## src/design/assert_macros.svh

```systemverilog
`ifndef ASSERT_MACROS_SVH
`define ASSERT_MACROS_SVH

// concurrent check on clk, off during reset
`define SDF_CHECK(lbl, prop) \
  lbl: assert property (@(posedge clk) disable iff (!rst_n) prop) \
    else $error("sdf check failed");

// same check with a message of its own
`define SDF_CHECK_MSG(lbl, prop, msg) \
  lbl: assert property (@(posedge clk) disable iff (!rst_n) prop) else $error(msg);

`endif

```

## src/design/sdf_pkg.sv

```systemverilog
`timescale 1ns / 1ps
package sdf_pkg;

  localparam logic [1:0] KIND_IP  = 2'd0;
  localparam logic [1:0] KIND_ARP = 2'd1;

  localparam logic [2:0] VERDICT_NEW     = 3'd0;
  localparam logic [2:0] VERDICT_APPEND  = 3'd1;
  localparam logic [2:0] VERDICT_DROPPED = 3'd2;
  localparam logic [2:0] VERDICT_IGNORED = 3'd3;
  localparam logic [2:0] VERDICT_UNKNOWN = 3'd4;
  localparam logic [2:0] VERDICT_FULL    = 3'd5;

  localparam logic [7:0]  PROTO_TCP = 8'd6;
  localparam logic [7:0]  PROTO_UDP = 8'd17;
  localparam logic [15:0] FLAG_SYN  = 16'h0002;
  localparam logic [15:0] FLAG_ACK  = 16'h0010;

  localparam logic [1:0] REG_KEEP_ERRORS     = 2'd0;
  localparam logic [1:0] REG_KEEP_DUPS       = 2'd1;
  localparam logic [1:0] REG_IMMEDIATE_PRINT = 2'd2;
  localparam logic [1:0] REG_COMPOUND_MODE   = 2'd3;

  typedef struct packed {
    logic        valid;
    logic        lookup;
    logic        is_arp;
    logic [2:0]  pre_verdict;
    logic        matched;
    logic        stored;
    logic        open;
    logic [63:0] key;
  } sdf_item_t;

endpackage

```

## src/design/sdf_cell.sv

```systemverilog
`timescale 1ns / 1ps
module sdf_cell #(
  parameter int unsigned CNT_W = 9,
  parameter int unsigned IDX   = 0
) (
  input  logic               clk,
  input  logic               rst_n,
  input  logic               advance,
  input  logic [CNT_W-1:0]   fill,
  input  sdf_pkg::sdf_item_t item_in,
  output sdf_pkg::sdf_item_t item_out,
  output logic               ins
);
  import sdf_pkg::*;

  sdf_item_t   item_r;
  logic [63:0] key_r;
  logic        occupied;
  logic        next_free;
  logic        hit;

  assign occupied  = CNT_W'(IDX) < fill;
  assign next_free = CNT_W'(IDX) == fill;
  assign hit = item_r.valid && item_r.lookup && occupied && (key_r == item_r.key);
  assign ins = item_r.valid && item_r.lookup && next_free && !item_r.matched &&
               !item_r.stored;

  always_comb begin
    item_out         = item_r;
    item_out.matched = item_r.matched | hit;
    item_out.stored  = item_r.stored | ins;
  end

  always_ff @(posedge clk) begin
    if (!rst_n) begin
      item_r.valid <= 1'b0;
    end else if (advance) begin
      item_r <= item_in;
    end
  end

  always_ff @(posedge clk) begin
    if (advance && ins) begin
      key_r <= item_r.key;
    end
  end

endmodule

```

## config.mk

```make
export PLATFORM = sky130hd
export DESIGN_NAME = sdf_cell
export DESIGN_NICKNAME = d
export VERILOG_FILES = /design/src/design/assert_macros.svh /design/src/design/sdf_pkg.sv /design/src/design/sdf_cell.sv
export SDC_FILE = /design/constraint.sdc
export NUM_CORES = 1
export LEC_CHECK = 0
export ABC_AREA = 1
export BUFFER_PORTS_ARGS = -buffer_cell sky130_fd_sc_hd__buf_2
export CELL_PAD_IN_SITES_DETAIL_PLACEMENT = 1
export CELL_PAD_IN_SITES_GLOBAL_PLACEMENT = 2
export CORE_MARGIN = 3
export CORE_UTILIZATION = 30
export CTS_CLUSTER_DIAMETER = 40
export DETAILED_ROUTE_END_ITERATION = 10
export PLACE_DENSITY_LB_ADDON = 0.1
export RECOVER_POWER = 100
export SLEW_MARGIN = 0
export SYNTH_ARGS = -nofsm -noshare
export SYNTH_HDL_FRONTEND = slang
export SYNTH_SLANG_ARGS = --single-unit
```

## constraint.sdc

```tcl
create_clock -name clk -period 5.9 [get_ports clk]
set_input_delay 0.59 -clock clk [delete_from_list [all_inputs] [get_ports clk]]
set_output_delay 0.59 -clock clk [all_outputs]
set_load 0.1 [all_outputs]
```

==> impl_metrics.tcl, run 1 <==
set metrics [dict create \
    outcome "finished with violations" \
    violations "max-capacitance violations, max-slew violations" \
    floorplan.die.height_um 145 \
    drc_errors 0 \
    arrival_ps 3610 \
    finalSetupTns_ps 0 \
    initialDrtViolationCount 160 \
    power.share.combinational_pct 13.3 \
    utilization_pct 36.8 \
    setup_viol_count_final 0 \
    holdCritPathClass "primary input to register" \
    area_growth_pct 19.0 \
    hold_ws_ps 344 \
    cts_hold_buffers 0 \
    post_cts.resized_instances 0 \
    wire_per_inst_um 13.9 \
    fin_worst_skew_ps 5.79 \
    floorplan.rows 50 \
    first_global_vias 3772 \
    layout.nets 681 \
    ant_nets 0 \
    power.share.switching_pct 28.8 \
    max_slew.worst_pin.slew_ps 2930 \
    power.share.sequential_pct 44.7 \
    p_per_area_nw_per_um2 370 \
    grt_max_degree 65 \
    max-cap-violations 1 \
    synth.yosys.seq_area_share_pct 70.4 \
    clock_tree.root_cell "clkbuf_16" \
    cts_max_path_buffers 2 \
    worstSetupStartpointType "primary input" \
    synth.distinct_cells 17 \
    clock-sinks 137 \
    cts_buffers 17 \
    worst-path-max-fanout 50 \
    initial_standard_cell_utilization_of_the_core_pct 30.9 \
    overflow 0 \
    internal_power_mw 1.83 \
    die_area_um2 21200 \
    wirelength_um 12100 \
    antenna_found_initial 1 \
    antenna-diode-count 0 \
    fillerInstances 2138 \
    unrepaired_setup_endpoints_after_global_routing "false" \
    routabilityCongestion 0.738 \
    mappedNetlistNets 573 \
    die_width_um 145 \
    clock_latency_ps 410 \
    detailed_place_hpwl_um 8560 \
    min_period_over_period_pct 61.7 \
    finalCriticalPeriod_ps 3640 \
    detailedRoute.firstPassIterationCount 6 \
    cts_setup_buffers 0 \
    detailroute.via_count 3491 \
    maxClockFrequency_mhz 275 \
    synth_register_bits 137 \
    max_slew_headroom_pct -95.0 \
    worst-endpoint-required_ps 5870 \
    quantity_of_i_o_buffers_inserted_on_ports 158 \
    h-tree-depth 4 \
    post_route_cells_drive_above_1_share_pct 19.4 \
    p_sw_mw 0.741 \
    detail_route.vias_per_cell 4.02 \
    syn_area_per_cell_um2 12.0 \
    clkSlewWorstSetupHoldPaths_ps 60 \
    grt_pass1_wl_um 19200 \
    p_leak_nw 2.80 \
    design.core.area_um2 18900 \
    clockPowerShare_pct 42.1 \
    mappedNetlistArea_um2 5830 \
    vdd_drop_max_v 0.000170 \
    cts_tree "built" \
    globalRouteTotalUtil_pct 11.7 \
    synthesized_instance_count 488 \
    kind_of_end_point_of_the_critical_path "register" \
    design.portCount 159 \
    worst-setup-path-type "primary input to register" \
    yosys_warnings 0 \
    timing_hold_violations_final 0 \
    final_max_slew_viol_count 51 \
]
-- power groups by stage --
stage | clock, mW | combinational [mW] | sequential [mW]
final | 1.08 | 0.340 | 1.15
after global routing | 1.16 | 0.357 | 1.15
after CTS | 1.12 | 0.355 | 1.15
after detailed placement | 0 | 0.354 | 1.17
after global placement | 0 | 0.351 | 1.17
after floorplan | 0 | 0.327 | 1.16
-- metrics by stage --
step	instances	instance area, um^2	setup slack [ps]	power (mW)
6_report	868	6940	2260	2.57
5_1_grt	868	6940	1870	2.67
4_1_cts	868	7040	3040	2.62
3_5_place_dp	837	6440	3300	1.52
3_3_place_gp	837	6440	3370	1.52
2_1_floorplan	488	5840	1910	1.48
-- cells in the final DEF, fill, tap and decap left out --
master	count
xnor2_1	12
nand4_1	2
a21oi_1	1
nand2_1	101
xor2_1	7
nor3_2	1
edfxtp_1	136
nor2_1	58
clkbuf_1	76
clkinvlp_4	1
inv_1	70
clkbuf_16	17
clkinvlp_2	1
clkinv_4	4
clkinv_2	2
nand3b_1	1
nor2_2	1
o21ai_1	4
inv_6	3
buf_4	1
dfxtp_1	1
o21ai_0	13
nor3_4	1
nand3_1	7
buf_2	83
clkinv_1	1
bufinv_16	3
-- cell families after synthesis --
family / share of synthesized area (%)
xor+xnor: 2.85
simple gates: 11.5
flops: 70.4
compound gates: 1.54
buf+inv: 13.7
-- synthesized netlist by cell type (all sizes together) --
cell    count  area share [%]
edfxtp    136              70
nand2     101             6.5
buf        71             9.1
inv        71             4.6
nor2       59             3.8
o21ai      17             1.5
xnor2      12             1.8
nand3       7            0.60
xor2        7             1.1
nand4       2            0.21
nor3        2            0.26
a21oi       1           0.086
dfxtp       1            0.34
nand3b      1            0.13
-- cell type report --
type | instances | area [um^2] | area share [%]
tap | 260 | 325 | 4.68
clock inverter | 14 | 173 | 2.49
clock buffer | 17 | 425 | 6.13
timing repair buffer | 160 | 708 | 10.2
inverter | 71 | 268 | 3.86
multi-input combinational | 209 | 941 | 13.5
sequential | 137 | 4100 | 59.1
-- per-layer routing --
| layer | vias up | part of all wire (%) | global-route usage, % |
|---|---|---|---|
| met5 | - | 0.058 | 0 |
| met4 | 2 | 0.95 | 4.70 |
| met3 | 8 | 6.9 | 4.95 |
| met2 | 104 | 52 | 20.1 |
| met1 | 1654 | 40 | 12.7 |
| li1 | 1723 | - | - |
-- final timing paths --
| kind | from | slack [ps] | depth (start not counted) | endpoint |
|---|---|---|---|---|
| min reg2reg | item_out[31]$_DFFE_PP_ | 490 | 0 | key_r[31]$_DFFE_PP_ |
| max reg2reg | item_r[66]$_DFFE_PP_ | 3970 | 4 | key_r[38]$_DFFE_PP_ |
| min | item_in[46] | 340 | 1 | item_out[46]$_DFFE_PP_ |
| max | advance | 2260 | 4 | item_out[37]$_DFFE_PP_ |
-- sequential cells by signal, indices dropped and copies added, names as in the netlist --
signal    flops
key_r        64
item_out     71
item_r        2
-- critical path, cell delays in order --
cell        delay, ps
clkbuf_1          120
nand2_1            80
clkinvlp_2        660
clkbuf_1         2140
No activity file was read; power rests on OpenSTA's default activity.
==> run 2: changes to the inputs <==
- clock period: 5.9 -> 3.1 ns (I/O delays scaled with it)
==> run 2 against run 1 <==
The flow now finishes without violations. First-iteration DRC count is 33% lower. Die area unchanged. Cell count up 0.69%. Clock skew up 10 ps. Critical endpoint is now item_out[66]. Sequential power is 90% higher. Core utilization rose by 0.30 points.
==> impl_metrics.tcl, run 2 (same netlist as run 1, synthesis figures left out) <==
set metrics [dict create \
    outcome "finished, final reports clean" \
    worstSetupStartpointType "register" \
    arrival_ps 2150 \
    cts_buffers 17 \
    design.core.area_um2 18900 \
    post_cts.resized_instances 0 \
    unrepaired_setup_endpoints_after_global_routing "false" \
    layout.nets 686 \
    clock_tree.root_cell "clkbuf_16" \
    initial_standard_cell_utilization_of_the_core_pct 30.9 \
    ant_nets 0 \
    mostFrequentLayoutCell "edfxtp_1" \
    worstReg2RegStart "item_r[66]$_DFFE_PP_" \
    cts_max_path_buffers 2 \
    final_max_slew_viol_count 0 \
    grt_max_degree 32 \
    vdd_drop_max_v 0.000343 \
    hold_depth 1 \
    setup_viol_count_final 0 \
    detail_route.vias_per_cell 3.99 \
    die_area_um2 21200 \
    worst-setup-path-type "register to output port" \
    critical_hold_path_startpoint "item_in[67]" \
    clkSlewWorstSetupHoldPaths_ps 70 \
    worst-endpoint-required_ps 2790 \
    drc_errors 0 \
    first_global_vias 3803 \
    area_growth_pct 20.0 \
    kind_of_end_point_of_the_critical_path "output port" \
    antenna-diode-count 0 \
    p_per_area_nw_per_um2 718 \
    clock_latency_ps 430 \
    h-tree-depth 4 \
    floorplan.rows 50 \
    clock-sinks 137 \
    finalCriticalPeriod_ps 2460 \
    cts_tree "built" \
    wire_per_inst_um 14.0 \
    cts_hold_buffers 0 \
    reg2reg_slack_ps 780 \
    routed.top_layer "met5" \
    floorplan.die.height_um 145 \
    antenna_found_initial 1 \
    detailedRoute.firstPassIterationCount 5 \
    max-cap-violations 0 \
    detailroute.wirelength.met2_um 6140 \
    p_leak_nw 2.82 \
    power.share.switching_pct 28.9 \
    worst-path-max-fanout 4 \
    detailroute.via_count 3486 \
    globalRouteTotalUtil_pct 11.9 \
    grt_pass1_wl_um 19600 \
    initialDrtViolationCount 108 \
    worst_r2r_endpoint "key_r[9]$_DFFE_PP_" \
    wirelength_um 12200 \
    detailed_place_hpwl_um 9010 \
    fin_worst_skew_ps 16.3 \
    cts_setup_buffers 0 \
    finalSetupTns_ps 0 \
    p_sw_mw 1.45 \
    max_slew_headroom_pct 13.7 \
    setup.worst_path.start "item_out[16]$_DFFE_PP_" \
    largest_reg_flops 71 \
    internal_power_mw 3.58 \
    power.share.combinational_pct 12.9 \
    power.share.sequential_pct 43.4 \
    clockPowerShare_pct 43.7 \
    maxClockFrequency_mhz 407 \
    die_width_um 145 \
    overflow 0 \
    holdCritPathClass "primary input to register" \
    min_period_over_period_pct 79.2 \
    met1Wirelength_um 5220 \
    timing_hold_violations_final 0 \
    design.portCount 159 \
    post_route_cells_drive_above_1_share_pct 19.4 \
    placed_area_um2 6530 \
    worst-r2r-cell-count 4 \
    max_slew.worst_pin.slew_ps 1300 \
    layout.cells.most_common_list "edfxtp_1 (136), nand2_1 (101), clkbuf_1 (82), buf_2 (82), inv_1 (70)" \
    holdPathEnd "item_out[67]$_DFFE_PP_" \
    quantity_of_i_o_buffers_inserted_on_ports 158 \
    final_cell_area_um2 7000 \
    met3WireLength_um 701 \
    routabilityCongestion 0.718 \
]
## run 2: changes by cell type in the layout (fill, tap and decap cells not counted), sizes merged
cell,delta
clkinvlp,+2
bufinv,+1
inv,+3
buf,-2
clkinv,-6
clkbuf,+8
## run 2: critical path: stages, from the launching register on
cell and delay (ps):
edfxtp_1 430, nor2_1 130, nor2_1 60, nor2_1 100, nand2_1 90, nor2_1 110, nand3_1 110, nor2_1 100
nand2_1 80, nand2_1 60, clkbuf_2 450
## run 2: final cells by class
cell class / instances / area (um^2)
multi-input combinational: 209 / 941
timing repair buffer: 165 / 724
clock buffer: 18 / 429
fill: 2144 / 11900
sequential: 137 / 4100
clock inverter: 14 / 209
tap: 260 / 325
inverter: 71 / 268
## run 2: power groups by stage
stage / registers [mW] / logic (mW) / clock network (mW)
6_report: 2.18 / 0.649 / 2.20
5_1_grt: 2.20 / 0.681 / 2.33
4_1_cts: 2.18 / 0.677 / 2.28
3_5_place_dp: 2.22 / 0.676 / 0
3_3_place_gp: 2.22 / 0.671 / 0
2_1_floorplan: 2.20 / 0.623 / 0
## run 2: per-stage QoR
| stage | power [mW] | worst slack [ps] | utilization (%) | std cells | hold WS (ps) |
|---|---|---|---|---|---|
| after floorplan | 2.82 | 340 | - | 488 | 409 |
| after global placement | 2.89 | 917 | 34.6 | 842 | 468 |
| after detailed placement | 2.90 | 879 | 34.6 | 842 | 486 |
| after CTS | 5.14 | 572 | 37.9 | 874 | 26.8 |
| after global routing | 5.21 | 378 | 37.1 | 874 | 27.4 |
| final | 5.03 | 644 | 37.1 | 874 | 54.2 |
## run 2: how the worst max path moves through the flow
stage / endpoint / cells after the start
detailed placement: key_r[11]$_DFFE_PP_ / 7
CTS: item_out[66] / 10
floorplan: key_r[0]$_DFFE_PP_ / 5
global placement: key_r[15]$_DFFE_PP_ / 7
finish: item_out[66] / 10
global route: item_out[66] / 10
## run 2: metal layers
| metal | up-vias | track usage, % |
|---|---|---|
| met3 | 13 | 4.70 |
| met1 | 1636 | 13.6 |
| li1 | 1739 | - |
| met4 | 2 | 4.56 |
| met5 | - | 0 |
| met2 | 96 | 20.1 |
==> run 3: changes to the inputs <==
- CORE_UTILIZATION: 30 -> 33
- clock period: 3.1 -> 2.3 ns (I/O delays scaled with it)
==> run 3 against run 2 <==
Highest routed layer is now met4. Combinational power is 56% higher. The flow now finishes with violations (max-capacitance violations, max-slew violations). Clock skew down 10 ps. Wire length grew 3.9%. Sequential power is 35% higher. Critical endpoint unchanged. Sequential cell count is the same.
==> impl_metrics.tcl, run 3 (same netlist as run 1, synthesis figures left out) <==
set metrics [dict create \
    routabilityCongestion 0.765 \
    max-cap-violations 1 \
    initial_standard_cell_utilization_of_the_core_pct 34.4 \
    placed_area_um2 6450 \
    layout.nets 756 \
    slowest_stage "edfxtp_1" \
    slowest_delay_ps 420 \
    grt_max_degree 73 \
    arrival_ps 1870 \
    ant_nets 0 \
    vdd_drop_max_v 0.000603 \
    cts_max_path_buffers 2 \
    area_growth_pct 33.4 \
    setup_slack_ps 198 \
    wire_per_inst_um 14.1 \
    clkSlewWorstSetupHoldPaths_ps 60 \
    finalSetupTns_ps 0 \
    overflow 0 \
    fin_worst_skew_ps 5.97 \
    p_sw_mw 1.98 \
    timing_hold_violations_final 0 \
    cts_buffers 17 \
    floorplan.rows 47 \
    clock-sinks 137 \
    clockPowerShare_pct 41.1 \
    die_area_um2 19300 \
    antenna-diode-count 0 \
    utilization_pct 46.0 \
    mostFrequentLayoutCell "buf_2" \
    cts_tree "built" \
    die_width_um 139 \
    instances_no_fill 904 \
    worst_path_most_repeated_cell "nor2_1" \
    detailedRoute.firstPassIterationCount 4 \
    worstSetupStartpointType "register" \
    largest_reg_flops 71 \
    outcome "finished with violations" \
    finalCriticalPeriod_ps 2100 \
    dp_worst_setup_slack_ps 422 \
    quantity_of_i_o_buffers_inserted_on_ports 158 \
    kind_of_end_point_of_the_critical_path "output port" \
    power.total_mw 6.70 \
    worst-path-buf-inv 1 \
    h-tree-depth 4 \
    setup_viol_count_final 0 \
    antenna_found_initial 0 \
    layout.cells.most_common_list "buf_2 (155), edfxtp_1 (136), nand2_1 (100), dlygate4sd3_1 (72), inv_1 (70)" \
    power.share.sequential_pct 43.9 \
    min_period_over_period_pct 91.4 \
    p_per_area_nw_per_um2 860 \
    worstPathCellList "nor2_1 -> nor2_1 -> nor2_1 -> nand2_1 -> nor2_2 -> nand3_2 -> nor2_2 -> nand2_1 -> nand2_2 -> buf_12" \
    detailed_place_hpwl_um 8500 \
    design.core.area_um2 16900 \
    violations "max-capacitance violations, max-slew violations" \
    grt_pass1_wl_um 20500 \
    post_route_cells_drive_above_1_share_pct 29.8 \
    design.portCount 159 \
    cpLargestDelayFamily "simple AND/OR/NAND/NOR gates" \
    worst-path-max-fanout 4 \
    maxClockFrequency_mhz 476 \
    p_leak_nw 3.32 \
    internal_power_mw 4.72 \
    holdCritPathClass "primary input to register" \
    floorplan.die.height_um 139 \
    first_global_vias 4082 \
    wirelength_um 12700 \
    max_slew.worst_pin.slew_ps 1920 \
    worst-setup-path-type "register to output port" \
    detail_route.vias_per_cell 4.19 \
    clock_tree.root_cell "clkbuf_16" \
    max_slew_headroom_pct -27.9 \
    power.share.switching_pct 29.6 \
    hold_ws_ps 42.8 \
    worst-endpoint-required_ps 2070 \
    final_max_slew_viol_count 73 \
    globalRouteTotalUtil_pct 13.5 \
    place_inst 797 \
    final_cell_area_um2 7780 \
    detailroute.via_count 3792 \
    clock_latency_ps 420 \
    power.share.combinational_pct 15.1 \
    initialDrtViolationCount 140 \
    drc_errors 0 \
    unrepaired_setup_endpoints_after_global_routing "true" \
]
run 3: cell count changes in the layout (fill, tap and decap cells not counted), moves of 3 or more:
cell and delta:
buf_2 +73, buf_4 +3, clkbuf_1 -79, dlygate4sd3_1 +72
nor2_1 -6, nor2_2 +4
run 3: layer usage:
metal / global-route usage (%) / up-vias / part of all wire, % / wire length [um]
met5: 0 / - / 0 / 0
met4: 5.25 / 0 / 1.6 / 206
met3: 4.14 / 16 / 4.2 / 536
met2: 23.9 / 93 / 53 / 6730
met1: 15.3 / 1809 / 41 / 5230
li1: - / 1874 / - / -
run 3: layout make-up:
| type | instances | area, um^2 |
|---|---|---|
| multi-input cells | 209 | 973 |
| clock buffers | 18 | 429 |
| well taps | 220 | 275 |
| flip-flops and latches | 137 | 4100 |
| repair buffers | 235 | 1570 |
| clock inverters | 14 | 163 |
| fillers | 1823 | 9150 |
| inverters | 71 | 268 |
run 3: final timing paths:
path	slack, ps	start	endpoint	cells past startpoint
worst max-delay path	200	item_out[16]$_DFFE_PP_	item_out[66]	10
worst min-delay path	40	item_in[72]	item_out[72]$_SDFFE_PN0P_	3
worst max register to register	690	item_r[66]$_DFFE_PP_	key_r[57]$_DFFE_PP_	4
worst min register to register	480	item_out[0]$_DFFE_PP_	key_r[0]$_DFFE_PP_	0
run 3: power groups by stage:
stage	clock network, mW	registers (mW)	logic [mW]
after floorplan	0	2.96	0.841
after global placement	0	2.98	0.912
after detailed placement	0	2.99	0.919
after CTS	2.84	2.94	1.02
after global routing	2.95	2.95	1.06
final	2.75	2.94	1.01
run 3: worst reg2reg max path, stage by stage (launching register included):
cell and delay, ps:
edfxtp_1 360, inv_1 100, nand4_1 200, nor3_4 200
buf_12 320
run 3: timing repair:
item | in CTS | in global routing
pin swaps | 1 | 5
endpoints found under the setup margin | 1 | 1
hold buffers | 72 | 0
endpoints found under the hold margin | 72 | 0
gates resized for setup | 1 | 4
buffers inserted | 2 | 1
